### src/rtl/rag_gcd.sv
// binary gcd unit, one shift or subtract step per cycle
module rag_gcd #(
    parameter int MW = 32
) (
    input  logic          i_clk,
    input  logic          i_rst_n,
    input  logic          i_start,
    input  logic [MW-1:0] i_x,
    input  logic [MW-1:0] i_y,
    output logic          o_done,
    output logic [MW-1:0] o_g
);

    localparam int KW = $clog2(MW + 1);

    logic          r_busy;
    logic [MW-1:0] r_x;
    logic [MW-1:0] r_y;
    logic [KW-1:0] r_k;
    logic          w_end;

    assign w_end  = (r_x == '0) || (r_y == '0);
    assign o_done = r_busy && w_end;
    assign o_g    = MW'((r_x | r_y) << r_k);

    always_ff @(posedge i_clk) begin
        if (!i_rst_n) begin
            r_busy <= 1'b0;
        end else if (i_start) begin
            r_busy <= 1'b1;
        end else if (o_done) begin
            r_busy <= 1'b0;
        end
    end

    always_ff @(posedge i_clk) begin
        if (i_start) begin
            r_x <= i_x;
            r_y <= i_y;
            r_k <= '0;
        end else if (r_busy && !w_end) begin
            if (!r_x[0] && !r_y[0]) begin
                r_x <= r_x >> 1;
                r_y <= r_y >> 1;
                r_k <= r_k + KW'(1);
            end else if (!r_x[0]) begin
                r_x <= r_x >> 1;
            end else if (!r_y[0]) begin
                r_y <= r_y >> 1;
            end else if (r_x >= r_y) begin
                r_x <= r_x - r_y;
            end else begin
                r_y <= r_y - r_x;
            end
        end
    end

endmodule

### config.mk
export PLATFORM = sky130hd
export DESIGN_NAME = rag_gcd
export DESIGN_NICKNAME = d
export VERILOG_FILES = /design/src/rtl/rag_gcd.sv
export SDC_FILE = /design/constraint.sdc
export NUM_CORES = 1
export LEC_CHECK = 0
export ABC_CLOCK_PERIOD_IN_PS = 8020
export BUFFER_PORTS_ARGS = -buffer_cell sky130_fd_sc_hd__buf_2
export CORE_MARGIN = 10
export CORE_UTILIZATION = 39
export CTS_CLUSTER_DIAMETER = 120
export DETAILED_ROUTE_END_ITERATION = 7
export GPL_TIMING_DRIVEN = 0
export PLACE_DENSITY = 0.55
export SLEW_MARGIN = 10
export SYNTH_ARGS = -nofsm -noshare
export SYNTH_HDL_FRONTEND = slang
export SYNTH_SLANG_ARGS = --single-unit
### constraint.sdc
create_clock -name i_clk -period 8.02 [get_ports i_clk]
set_input_delay 1.604 -clock i_clk [delete_from_list [all_inputs] [get_ports i_clk]]
set_output_delay 1.604 -clock i_clk [all_outputs]
set_load 0.02 [all_outputs]
# After elaboration in Yosys (flattened, before gate mapping)
# Cells that the tools add are included.
# W data, S select, Z words.
[classes]
eq_ne = 3
mux = 14
n_reduce_logical = 16
shift = 1
addsub = 3
bitwise_logic = 1
magnitude_cmp = 1
[op_table]
columns = ["operator", "count"]
rows = [
  ["$mux W32", 12],
  ["$logic_not A32 Y1", 2],
  ["$sub A32 B32 Y32", 2],
  ["$ge A32 B32 Y1", 1],
  ["$or A32 B32 Y32", 1],
  ["$shl A32 B6 Y32", 1],
  ["$ne A4 B2 Y1 const B", 2],
  ["$add A6 B1 Y6 const B", 1],
  ["$reduce_and A3 Y1", 2],
  ["$ne A4 B4 Y1 const B", 1],
  ["$reduce_and A2 Y1", 2],
  ["$reduce_bool A2 Y1", 2],
  ["$logic_and A1 B1 Y1", 3],
  ["$logic_not A1 Y1", 3],
  ["$reduce_bool A3 Y1", 1],
  ["$mux W1", 2],
  ["$logic_or A1 B1 Y1", 1],
]
[totals]
inputBits = 67
out_inout_bits = 33
wordCells = 45
ff_bits = 71

# Logic depth before layout (Yosys ltp)
[logic_depth]
word_depth = 7
depth_mapped = 16
depth_no_buf = 13

# Least setup slack after synthesis
# No wires, ideal clock.
[synth_timing]
kind = "reg-to-reg"
start = "register r_x[0]"
end = "register r_y[10], enable pin"
n_path_buf = 2
arrival_ps = 4892
setup_slack_ps = 2661
required_time_ps = 7553
path_stages_with_launch = 14
setup_ps = 467
synth_period_minus_slack_ps = 5359
cell_sequence = "edfxtp_1 -> clkbuf_1 -> inv_1 -> ha_1 -> inv_1 -> fa_1 -> nor2b_1 -> o311ai_1 -> a21oi_1 -> o21ai_1 -> o211ai_1 -> a21o_1 -> clkbuf_1 -> a21boi_0"
[synth_between]
elab_chain_len = 6
[synth_rtl]
columns = ["element", "line", "rtl"]
rows = [
  ["from (decl)", "17", "logic [MW-1:0] r_x;"],
  ["from (signal assigned)", "38", "r_x <= i_x;"],
  ["from (signal assigned)", "43", "r_x <= r_x >> 1;"],
  ["from (signal assigned)", "47", "r_x <= r_x >> 1;"],
  ["branches (longest 5 deep; another with $ge A32 B32 Y1)", "--", ""],
  ["$reduce_and A3 Y1 (no line) *", "--", ""],
  ["to (signal assigned)", "39", "r_y <= i_y;"],
  ["to (signal assigned)", "44", "r_y <= r_y >> 1;"],
  ["to (signal assigned)", "49", "r_y <= r_y >> 1;"],
  ["to (decl)", "18", "logic [MW-1:0] r_y;"],
]
# Every way passes the cells marked *.
# A chain may end at the register's enable or synchronous reset.

# Final worst setup path
[layout_timing]
start = "register r_y[8]"
end = "register r_x[13], enable pin"
[layout_between]
elab_chain_len = 6
[layout_rtl]
columns = ["element"]
rows = [
  ["branches (longest 5 deep; another with $ge A32 B32 Y1)"],
  ["$reduce_and A3 Y1 (no line) *"],
]
# Marks and branches as above.

==> impl_metrics.json <==
{
  "status": "complete, no violations",
  "ys_top_cells_by_area": "edfxtp_1 21%, ha_1 13%, a21oi_1 5.1%",
  "stdcell_count": 1623,
  "cts.sinks": 71,
  "hold_path_startpoint": "r_k[1]$_SDFFE_PP0P_",
  "ys_ff_latch": 71,
  "placed_cells": 1607,
  "critical-path-max-stage-delay_ns": 0.60,
  "yosys_warnings": 0,
  "leakage_nw": 4.38,
  "hold_path_class": "flip-flop to flip-flop",
  "htreeDepth": 3,
  "period_needed_ns": 5.29,
  "worstReg2RegStart": "r_y[8]$_DFFE_PP_",
  "worst_setup_path_start_kind": "flip-flop",
  "yosys.area.top_type": "edfxtp_1",
  "synth_top_flop_cell": "edfxtp_1",
  "worstPathArrival_ns": 5.34,
  "rows": 56,
  "crit_family": "compound AO/OA/AOI/OAI gates",
  "slew_headroom_pct": 35.9,
  "tightest_slew_ns": 0.962,
  "diodes": 0,
  "chipWidth_um": 174,
  "synth.avg_cell_area_um2": 7.77,
  "rsz0062_at_grt": "false",
  "cts_resized": 0,
  "fp.dieH_um": 174,
  "num_io_pins": 100,
  "layout.nets": 1465,
  "cp_common_cell": "clkbuf_1",
  "cts_root_buf": "clkbuf_16",
  "hold_violations": 0,
  "final_cell_mix": "120 x inv_1, 112 x nor2_1, 109 x nand2_1, 107 x buf_2, 97 x ha_1",
  "insertion_delay_ns": 0.36,
  "fin_skew_ns": 0.0161,
  "post_cts_buffers": 0,
  "post_dp_cell_area_mm2": 0.0102,
  "timing.final.ws_setup_ns": 2.73,
  "fmax_ghz": 0.189,
  "synth.cell_area_mm2": 0.00921,
  "initial_utilization_pct": 39.5,
  "grt_overflow": 0,
  "pre_cts_slack_ns": 2.91,
  "regToRegSetupSlack_ns": 2.73,
  "core_mm2": 0.0233,
  "r2r_end": "r_x[13]$_DFFE_PP_",
  "final_common_cell": "inv_1",
  "holdPathEnd": "r_k[1]$_SDFFE_PP0P_",
  "synth.distinct_cells": 71,
  "numCtsBuffers": 9,
  "synth_edf_count": 64,
  "drive_gt1_share_pct": 12.6,
  "fin_crit_sh_pct": 66.0,
  "firstDrtPassIters": 5,
  "clk_path_buf_depth": 2,
  "syn-num-nets": 1352,
  "dpl.hpwl_um": 31200,
  "dieArea_mm2": 0.0302,
  "crit_path_cell_trace": "inv_1, ha_1, clkbuf_1, nor4_1, nand2_1, a21oi_1, o21ai_1, o211ai_1, a21o_1, clkbuf_1, nor2_1, o21a_1, o21ai_4, buf_16",
  "wl_per_cell_um": 23.8,
  "ys_seq_area_share_pct": 22.4,
  "peakVddDrop_mv": 0.134,
  "reg2reg_depth": 14,
  "vias": 9499,
  "port_buffers": 99,
  "cap_viol_max_count": 0,
  "grt_pass1_vias": 9398,
  "syn_to_final_growth_pct": 14.0,
  "critical_path.slowest_cell": "clkbuf_1",
  "drt_iter0_drc": 1041,
  "end_kind": "flip-flop",
  "place_congestion": 0.975,
  "grt_max_degree": 19,
  "design_area_mm2": 0.0105,
  "cp_data_required_time_ns": 8.07,
  "power_density_mw_per_mm2": 297,
  "cts_tree": "done",
  "ant_nets": 0,
  "cp_num_buf_inv": 4,
  "synth-async-reset-ratio_pct": 0,
  "drt_wl_total_um": 38600,
  "criticalPathCategory": "flip-flop to flip-flop",
  "vias_per_cell": 5.85,
  "grt.total_usage_pct": 24.8,
  "synth_top_area_share_pct": 20.9,
  "clkTransAtPathRegs_ns": 0.07,
  "crit_fanout": 18,
  "setup_viol": 0,
  "grt_pass1_wl_um": 58100,
  "drc": 0,
  "hold_path_depth": 3,
  "cts_hold_buf": 0,
  "slew_viol_final": 0,
  "synth_cells": 1186,
  "grt_antenna_before_repair": 0
}
## where the power goes
| group | internal, mW | switching (mW) |
|---|---|---|
| clock network | 0.249 | 0.182 |
| logic | 0.739 | 1.31 |
| registers | 0.514 | 0.127 |
| total | 1.50 | 1.61 |
## final cells by class
cell class / count / area, um^2
Clock buffer: 12 / 246
Sequential cell: 71 / 2060
Clock inverter: 4 / 47.5
Multi-Input combinational cell: 914 / 6410
Fill cell: 2496 / 12800
Buffer: 74 / 292
Timing Repair Buffer: 102 / 578
Inverter: 127 / 477
Tap cell: 319 / 399
## cell families after synthesis
family | share of synthesized area [%]
xor+xnor | 5.70
mux | 6.69
flops | 22.4
buf+inv | 8.34
compound gates | 26.2
fa+ha+maj | 13.6
simple gates | 17.1
## registers in the layout, summed over array words and instances, names as in the netlist
signal,flops
r_y,32
r_busy,1
r_k,6
r_x,32
## per-layer routing
layer	track usage, %	share of wire [%]	up-vias
met5	0	0	-
met4	6.13	2.2	0
met3	3.79	7.4	50
met2	40.8	46	434
met1	33.3	44	4552
li1	-	-	4463
## tightest hold or removal path: stages (launching register included)
cell and delay [ns]:
dfxtp_1 0.33, ha_1 0.12, mux2i_1 0.06, nor2_1 0.07
## worst max-delay path by stage
stage                      from                 to  depth (start not counted)
2_1_floorplan  r_x[0]$_DFFE_PP_  r_y[10]$_DFFE_PP_                         13
3_3_place_gp   r_x[0]$_DFFE_PP_  r_y[21]$_DFFE_PP_                         13
3_5_place_dp   r_y[8]$_DFFE_PP_   r_x[8]$_DFFE_PP_                         14
4_1_cts        r_y[8]$_DFFE_PP_   r_x[9]$_DFFE_PP_                         14
5_1_grt        r_x[8]$_DFFE_PP_   r_x[9]$_DFFE_PP_                         14
6_report       r_y[8]$_DFFE_PP_  r_x[13]$_DFFE_PP_                         14
## synth_stat cells (13+ instances only)
| cell | instances |
|---|---|
| a211oi_1 | 23 |
| a21oi_1 | 93 |
| a221oi_1 | 17 |
| a2bb2oi_1 | 18 |
| clkbuf_1 | 61 |
| edfxtp_1 | 64 |
| ha_1 | 97 |
| inv_1 | 120 |
| mux2i_1 | 29 |
| nand2_1 | 109 |
| nor2_1 | 112 |
| nor2b_1 | 20 |
| nor3_1 | 13 |
| nor4_1 | 26 |
| o21a_1 | 14 |
| o21ai_0 | 74 |
| o21ai_1 | 21 |
| o21bai_1 | 18 |
| xnor2_1 | 49 |
## through the flow
step	hold slack [ns]	utilization, %	TNS [ns]	power, mW
floorplan	0.546	-	0	1.99
global placement	0.600	43.3	-12.80	2.63
detailed placement	0.609	43.8	0	2.63
CTS	0.625	45.0	0	3.07
global route	0.693	45.0	0	3.32
finish	0.616	45.0	0	3.12
Note: power is estimated with default switching activity, not from simulation.
