$ cat src/rtl/rag_cell.sv
// one restoring division cell: one quotient bit for the numerator and denominator lanes
module rag_cell #(
    parameter int MW = 32
) (
    input  logic          i_clk,
    input  logic          i_rst_n,
    input  logic          i_valid,
    input  logic [MW-1:0] i_div,
    input  logic [MW-1:0] i_rem_n,
    input  logic [MW-1:0] i_dvd_n,
    input  logic [MW-1:0] i_quo_n,
    input  logic [MW-1:0] i_rem_d,
    input  logic [MW-1:0] i_dvd_d,
    input  logic [MW-1:0] i_quo_d,
    output logic          o_valid,
    output logic [MW-1:0] o_div,
    output logic [MW-1:0] o_rem_n,
    output logic [MW-1:0] o_dvd_n,
    output logic [MW-1:0] o_quo_n,
    output logic [MW-1:0] o_rem_d,
    output logic [MW-1:0] o_dvd_d,
    output logic [MW-1:0] o_quo_d
);

    logic [MW:0] w_sh_n;
    logic [MW:0] w_sh_d;
    logic        w_ge_n;
    logic        w_ge_d;

    assign w_sh_n = {i_rem_n, i_dvd_n[MW-1]};
    assign w_sh_d = {i_rem_d, i_dvd_d[MW-1]};
    assign w_ge_n = w_sh_n >= {1'b0, i_div};
    assign w_ge_d = w_sh_d >= {1'b0, i_div};

    always_ff @(posedge i_clk) begin
        if (!i_rst_n) begin
            o_valid <= 1'b0;
        end else begin
            o_valid <= i_valid;
        end
    end

    always_ff @(posedge i_clk) begin
        o_div   <= i_div;
        o_rem_n <= MW'(w_ge_n ? w_sh_n - {1'b0, i_div} : w_sh_n);
        o_rem_d <= MW'(w_ge_d ? w_sh_d - {1'b0, i_div} : w_sh_d);
        o_dvd_n <= i_dvd_n << 1;
        o_dvd_d <= i_dvd_d << 1;
        o_quo_n <= {i_quo_n[MW-2:0], w_ge_n};
        o_quo_d <= {i_quo_d[MW-2:0], w_ge_d};
    end

endmodule

$ cat config.mk
export PLATFORM = sky130hd
export DESIGN_NAME = rag_cell
export DESIGN_NICKNAME = d
export VERILOG_FILES = /design/src/rtl/rag_cell.sv
export SDC_FILE = /design/constraint.sdc
export NUM_CORES = 1
export LEC_CHECK = 0
export ABC_AREA = 0
export CAP_MARGIN = 0
export CELL_PAD_IN_SITES_DETAIL_PLACEMENT = 0
export CELL_PAD_IN_SITES_GLOBAL_PLACEMENT = 1
export CORE_AREA = 2 2 177 179
export CTS_CLUSTER_SIZE = 28
export DETAILED_ROUTE_END_ITERATION = 10
export DIE_AREA = 0 0 179 181
export DONT_BUFFER_PORTS = 1
export GPL_ROUTABILITY_DRIVEN = 0
export PLACE_DENSITY_LB_ADDON = 0.1
export SYNTH_ARGS = -nofsm -noshare
export SYNTH_HDL_FRONTEND = slang
export SYNTH_SLANG_ARGS = --single-unit
$ cat constraint.sdc
create_clock -name i_clk -period 8.3 [get_ports i_clk]
set_input_delay 1.66 -clock i_clk [delete_from_list [all_inputs] [get_ports i_clk]]
set_output_delay 1.66 -clock i_clk [all_outputs]
set_load 0.01 [all_outputs]
; ---- Word level (Yosys, flattened, before mapping)
; Index checks and enable logic that the tools add are counted.
[totals]
out_inout_bits = 225
regBits = 223
input_bits = 227
elab_cells = 14
[classes]
order_cmp = 2
muxes = 2
n_addsub = 2
[ops]
columns = op, count
row1 = 33-bit by 32-bit >= comparator with 1-bit output, 2
row2 = 32-bit 2-to-1 mux, 2
row3 = 32-bit subtractor, 2

; ---- Logic depth before layout (Yosys ltp)
; Gate-level depths: netlist (run 1).
[depth]
depth_word = 2
ltp_mapped = 14
ltp_nobuf = 12

; ---- Worst setup path after synthesis (run 1)
; OpenSTA, ideal clock, no wires.
[synth_path]
kind = input-to-reg
from = input i_div[18]
to = register o_rem_d[24]
path_slack_ps = 3916
n_path_buf = 2
cell_stages = 13
arrival_ps = 4261
required_time_ps = 8177
setup_time_ps = 123
cell_sequence = inv_1 -> ha_1 -> buf_2 -> a21o_1 -> a21o_1 -> a21o_1 -> a221oi_2 -> o21ai_1 -> a31oi_1 -> a21oi_2 -> a2111oi_4 -> buf_6 -> mux2_1
[synth_via]
elab_chain_cells = 2
word_cells_on_any_way = 3
classes_between = add/sub (1) / order compare (1) / mux (1)
[synth_lines]
columns = element, line
row1 = start: declaration, 8  ; input logic [MW-1:0] i_div,
row2 = 32-bit subtractor / 33-bit by 32-bit >= comparator with 1-bit output (equally long branches), "46, 33"
row3 = 32-bit 2-to-1 mux *, 46  ; o_rem_d <= MW'(w_ge_d ? w_sh_d - {1'b0, i_div} : w_sh_d);
row4 = end signal: assignment, 46
row5 = end: declaration, 20  ; output logic [MW-1:0] o_rem_d,
; Every way passes the cells marked *; elsewhere a longest branch is shown, timed or not.
; A chain may end at the register's enable or synchronous reset.

; ---- Worst setup path after layout (run 1)
[layout_path]
from = input i_div[4]
to = register o_rem_d[31]
; Same word-level chain as after synthesis.

==> results of run 1 <==
cells in the mapped netlist, types with 21 or more instances:
cell type,n
dfxtp_1,223
ha_1,64
nand2_1,64
o21ai_0,57
a21oi_1,54
inv_1,49
xnor2_1,31
nor2_1,30
xor2_1,28
a21o_1,27
mux2_1,27
clkbuf_1,21
flip-flops by register name, indices dropped and copies added, names as in the netlist:
| register | cells |
|---|---|
| o_quo_n | 32 |
| o_rem_n | 32 |
| o_rem_d | 32 |
| o_div | 32 |
| o_valid | 1 |
| o_dvd_n | 31 |
| o_dvd_d | 31 |
| o_quo_d | 32 |
how the worst max path moves through the flow:
stage,end,cells after the start,slack [ns],start
after CTS,o_rem_d[31]$_DFF_P_,12,3.23,i_div[4]
after floorplan,o_rem_d[24]$_DFF_P_,13,3.92,i_div[18]
after global routing,o_rem_d[15]$_DFF_P_,12,3.07,i_div[4]
after global placement,o_rem_d[31]$_DFF_P_,12,2.66,i_div[4]
after detailed placement,o_rem_d[31]$_DFF_P_,12,2.66,i_div[4]
final,o_rem_d[31]$_DFF_P_,12,3.30,i_div[4]
where the power goes:
| part | leakage, nW | internal, mW | switching (mW) |
|---|---|---|---|
| Clock | 0.390 | 0.623 | 0.448 |
| Combinational | 1.93 | 0.152 | 0.214 |
| Sequential | 1.88 | 1.19 | 0.121 |
metrics by stage:
stage                     hold WS, ns  setup slack, ns  std cells  util [%]
after CTS                        1.10             3.23       1249      32.4
after detailed placement         1.69             2.66       1206      29.7
after global routing             1.10             3.07       1250      32.4
final                            1.13             3.30       1258      32.5
after global placement           1.69             2.66       1206      29.7
after floorplan                  1.69             3.92        836         -
cells by family after synthesis:
kind of cell             count (synthesis)  share of synthesized area (%)
multiplexers                            34                           4.40
buffers and inverters                   76                           3.66
AND/OR/NAND/NOR                        174                           9.70
XOR/XNOR                                59                           5.98
flip-flops                             223                           51.7
AO/OA/AOI/OAI                          202                           14.8
adder cells (fa/ha/maj)                 66                           9.73
other                                    1                         0.0434
area by class of cell:
type / count / area [µm²]
clock inverter: 13 / 166
sequential: 223 / 4460
antenna: 9 / 22.5
tap: 396 / 495
timing repair buffer: 1 / 7.51
fill: 3061 / 20500
clock buffer: 30 / 643
inverter: 49 / 184
multi-input combinational: 537 / 3870
routing by layer:
metal / share of wire [%] / global-route usage [%] / vias to the layer above
met5: 0.084 / 0 / -
met4: 1.5 / 3.58 / 4
met3: 12 / 7.64 / 38
met2: 49 / 31.9 / 311
met1: 37 / 20.7 / 2766
li1: - / - / 2924
==> results.yml, run 1 <==
run_status:
  status: "finished, final reports clean"
die:
  core_mm2: 0.0303
  rows: 64
  die_x_um: 179
  die_area_mm2: 0.0324
  die_h_um: 181
  initial_core_util_pct: 28.5
  ios: 452
setup_path:
  critPathTopFamily: "compound AO/OA/AOI/OAI gates"
  critPathLaunchType: "input pin"
  critPathCaptureType: "flop"
  cp.required_ns: 8.72
  slowest_delay_ns: 0.66
  worst-path-buf-inv: 2
  worstPathCellList: "inv_1 > ha_1 > a21oi_1 > nand2_1 > o21ai_0 > o21ai_1 > o21ai_1 > or3_1 > a21oi_2 > a2111oi_4 > buf_4 > mux2_2"
  critical-path-slowest-cell: "a2111oi_4"
  critPathArrivalTime_ns: 5.41
  critPathMaxFanout: 28
  path_class: "input pin to flop"
  crit_top_cell: "o21ai_1"
place:
  dp_hpwl_um: 25900
  dpl_cell_area_mm2: 0.00902
  port_buffers: 0
grt:
  grt_pass1_vias: 6280
  antenna_found_initial: 18
  grt_max_degree: 62
  gr-total-overflow: 0
  grt_pass1_wl_um: 42500
  track_usage_pct: 18.3
hold_path:
  hold_class: "input pin to flop"
  hold_path.startpoint: "i_quo_d[17]"
  min_to: "o_quo_d[18]$_DFF_P_"
  holdPathStages: 0
sta:
  fin_crit_sh_pct: 60.2
  relSlewSlack_pct: 31.9
  rsz0062_at_grt: "false"
  setup_tns_ns: 0
  worst_pin_slew_ns: 1.02
  max_freq_mhz: 200
  finalCriticalPeriod_ns: 5.00
  drv_slew: 0
  finalHoldViolations: 0
  setup_viol: 0
drt:
  final_antenna_net_count: 0
  first_iter_violations: 382
  post_drt_wl_per_cell_um: 24.7
  routed-via-count: 6043
  drt-total-wl_um: 31100
  viasPerCell: 4.80
  dr.pass1.iters: 7
  drc: 0
synthesis:
  synth-seq-area-share_pct: 51.7
  yosys.area.top_type: "dfxtp_1"
  async_flop_share_pct: 0
  yosysTopAreaCellShare_pct: 51.7
  ys_ff_latch: 223
  syn_inst: 835
  synth_flop_cell: "dfxtp_1"
  syn_avg_cell_area_um2: 10.4
  synth-edff-count: 0
  synth.area.top_cells: "dfxtp_1 52%, ha_1 9.3%, mux2_1 3.5%"
  ys.warnings.count: 0
  netlist_area_mm2: 0.00864
  synth.distinct_cells: 56
pwr:
  leakagePower_nw: 4.21
  power_density_mw_per_mm2: 279
  ir_drop_v: 0.000133
  power_mw: 2.75
clocking:
  clockBufferDepth: 3
  cts_resized: 0
  htree_levels: 1
  postCtsHoldBufs: 0
  cts_made_buffers: 24
  clk_pin_slew_ns: 0.06
  clock-sinks: 223
  cts_tree: "built"
  cts_root_buf: "clkbuf_16"
  post_cts_buffers: 0
cells_and_area:
  final_cell_mix: "223 x dfxtp_1, 64 x nand2_1, 64 x ha_1"
  final_nets: 1129
  finalInstanceArea_mm2: 0.00985
  final_common_cell: "dfxtp_1"
  drive_above_1_share_pct: 6.33
  area_delta_synth_final_pct: 14.0
run:
  drv_cap: 0
Note: power is estimated with default switching activity, not from simulation.
==> run 2, diff against run 1 <==
==> constraint.sdc (replaced) <==
create_clock -name i_clk -period 4.85 [get_ports i_clk]
set_input_delay 0.97 -clock i_clk [delete_from_list [all_inputs] [get_ports i_clk]]
set_output_delay 0.97 -clock i_clk [all_outputs]
set_load 0.01 [all_outputs]
==> results.yml, run 2 (same netlist as run 1, synthesis figures left out) <==
run_status:
  status: "finished, final reports clean"
run:
  drv_cap: 0
grt:
  grt_pass1_vias: 6285
  grt_pass1_wl_um: 42800
  grt_max_degree: 37
  track_usage_pct: 18.3
  gr-total-overflow: 0
  antenna_found_initial: 16
clocking:
  htree_levels: 1
  cts_resized: 0
  post_cts_buffers: 0
  clock-sinks: 223
  cts_tree: "built"
  cts_made_buffers: 24
  cts_root_buf: "clkbuf_16"
  clockBufferDepth: 3
  clk_pin_slew_ns: 0.07
  postCtsHoldBufs: 0
setup_path:
  critPathMaxFanout: 28
  cp.required_ns: 5.25
  critPathCaptureType: "flop"
  critPathLaunchType: "input pin"
  critPathArrivalTime_ns: 4.00
  path_class: "input pin to flop"
drt:
  final_antenna_net_count: 0
  drt-total-wl_um: 31200
  drc: 0
  post_drt_wl_per_cell_um: 24.7
  first_iter_violations: 398
  viasPerCell: 4.80
  routed-via-count: 6073
  dr.pass1.iters: 7
die:
  ios: 452
  die_h_um: 181
  die_x_um: 179
  rows: 64
  initial_core_util_pct: 28.5
  core_mm2: 0.0303
  die_area_mm2: 0.0324
cells_and_area:
  final_common_cell: "dfxtp_1"
  drive_above_1_share_pct: 7.22
  final_nets: 1136
  final_util_pct: 32.8
  final_cell_mix: "223 x dfxtp_1, 64 x nand2_1, 64 x ha_1"
  area_delta_synth_final_pct: 15.2
sta:
  setup_viol: 0
  finalHoldViolations: 0
  worst_pin_slew_ns: 0.726
  rsz0062_at_grt: "false"
  max_freq_mhz: 278
  setup_tns_ns: 0
  relSlewSlack_pct: 51.3
  drv_slew: 0
  fin_crit_sh_pct: 74.3
  finalCriticalPeriod_ns: 3.60
pwr:
  ir_drop_v: 0.000234
  leakagePower_nw: 4.27
  power_density_mw_per_mm2: 485
place:
  dp_hpwl_um: 26300
  port_buffers: 0
hold_path:
  hold_class: "input pin to flop"
==> run 2: critical path: stages <==
cell	delay (ns)
inv_1	0.05
ha_1	0.37
or2_2	0.32
a22o_1	0.19
o21ai_0	0.19
o21ai_1	0.19
o21ai_1	0.23
or3_1	0.24
a21oi_2	0.10
a2111oi_4	0.34
buf_4	0.43
mux2_1	0.37
==> run 2: area by class of cell <==
type,instances,area (µm²)
Tap cell,396,495
Fill cell,3091,20400
Sequential cell,223,4460
Inverter,49,184
Timing Repair Buffer,8,60.1
Clock inverter,11,184
Multi-Input combinational cell,537,3870
Antenna cell,11,27.5
Clock buffer,31,677
==> run 2: final timing paths <==
kind | to | startpoint | cells after the start
setup / recovery | o_rem_d[14]$_DFF_P_ | i_div[5] | 12
hold / removal | o_quo_d[27]$_DFF_P_ | i_quo_d[26] | 0
==> run 2: layer usage <==
metal | GRT usage, % | vias to the layer above | share of wire (%)
met2 | 32.2 | 322 | 49
met3 | 8.10 | 37 | 12
li1 | - | 2935 | -
met4 | 3.28 | 6 | 1.3
met1 | 20.5 | 2773 | 38
met5 | 0 | - | 0.12
==> run 2: per-stage QoR <==
step	instance area, µm²	power, mW	cells	hold slack [ns]	setup WS (ns)
6_report	9960	4.83	1266	0.456	1.25
5_1_grt	9940	5.07	1257	0.428	0.985
2_1_floorplan	8650	2.71	836	0.998	1.16
4_1_cts	9930	4.91	1255	0.428	1.20
3_5_place_dp	9070	2.93	1213	0.998	0.657
3_3_place_gp	9070	2.93	1213	0.998	0.648
==> run 2: power by group <==
group	total [mW]	switching, mW	internal (mW)
sequential	2.24	0.209	2.03
clock	1.96	0.755	1.21
combinational	0.633	0.364	0.269
total	4.83	1.33	3.51
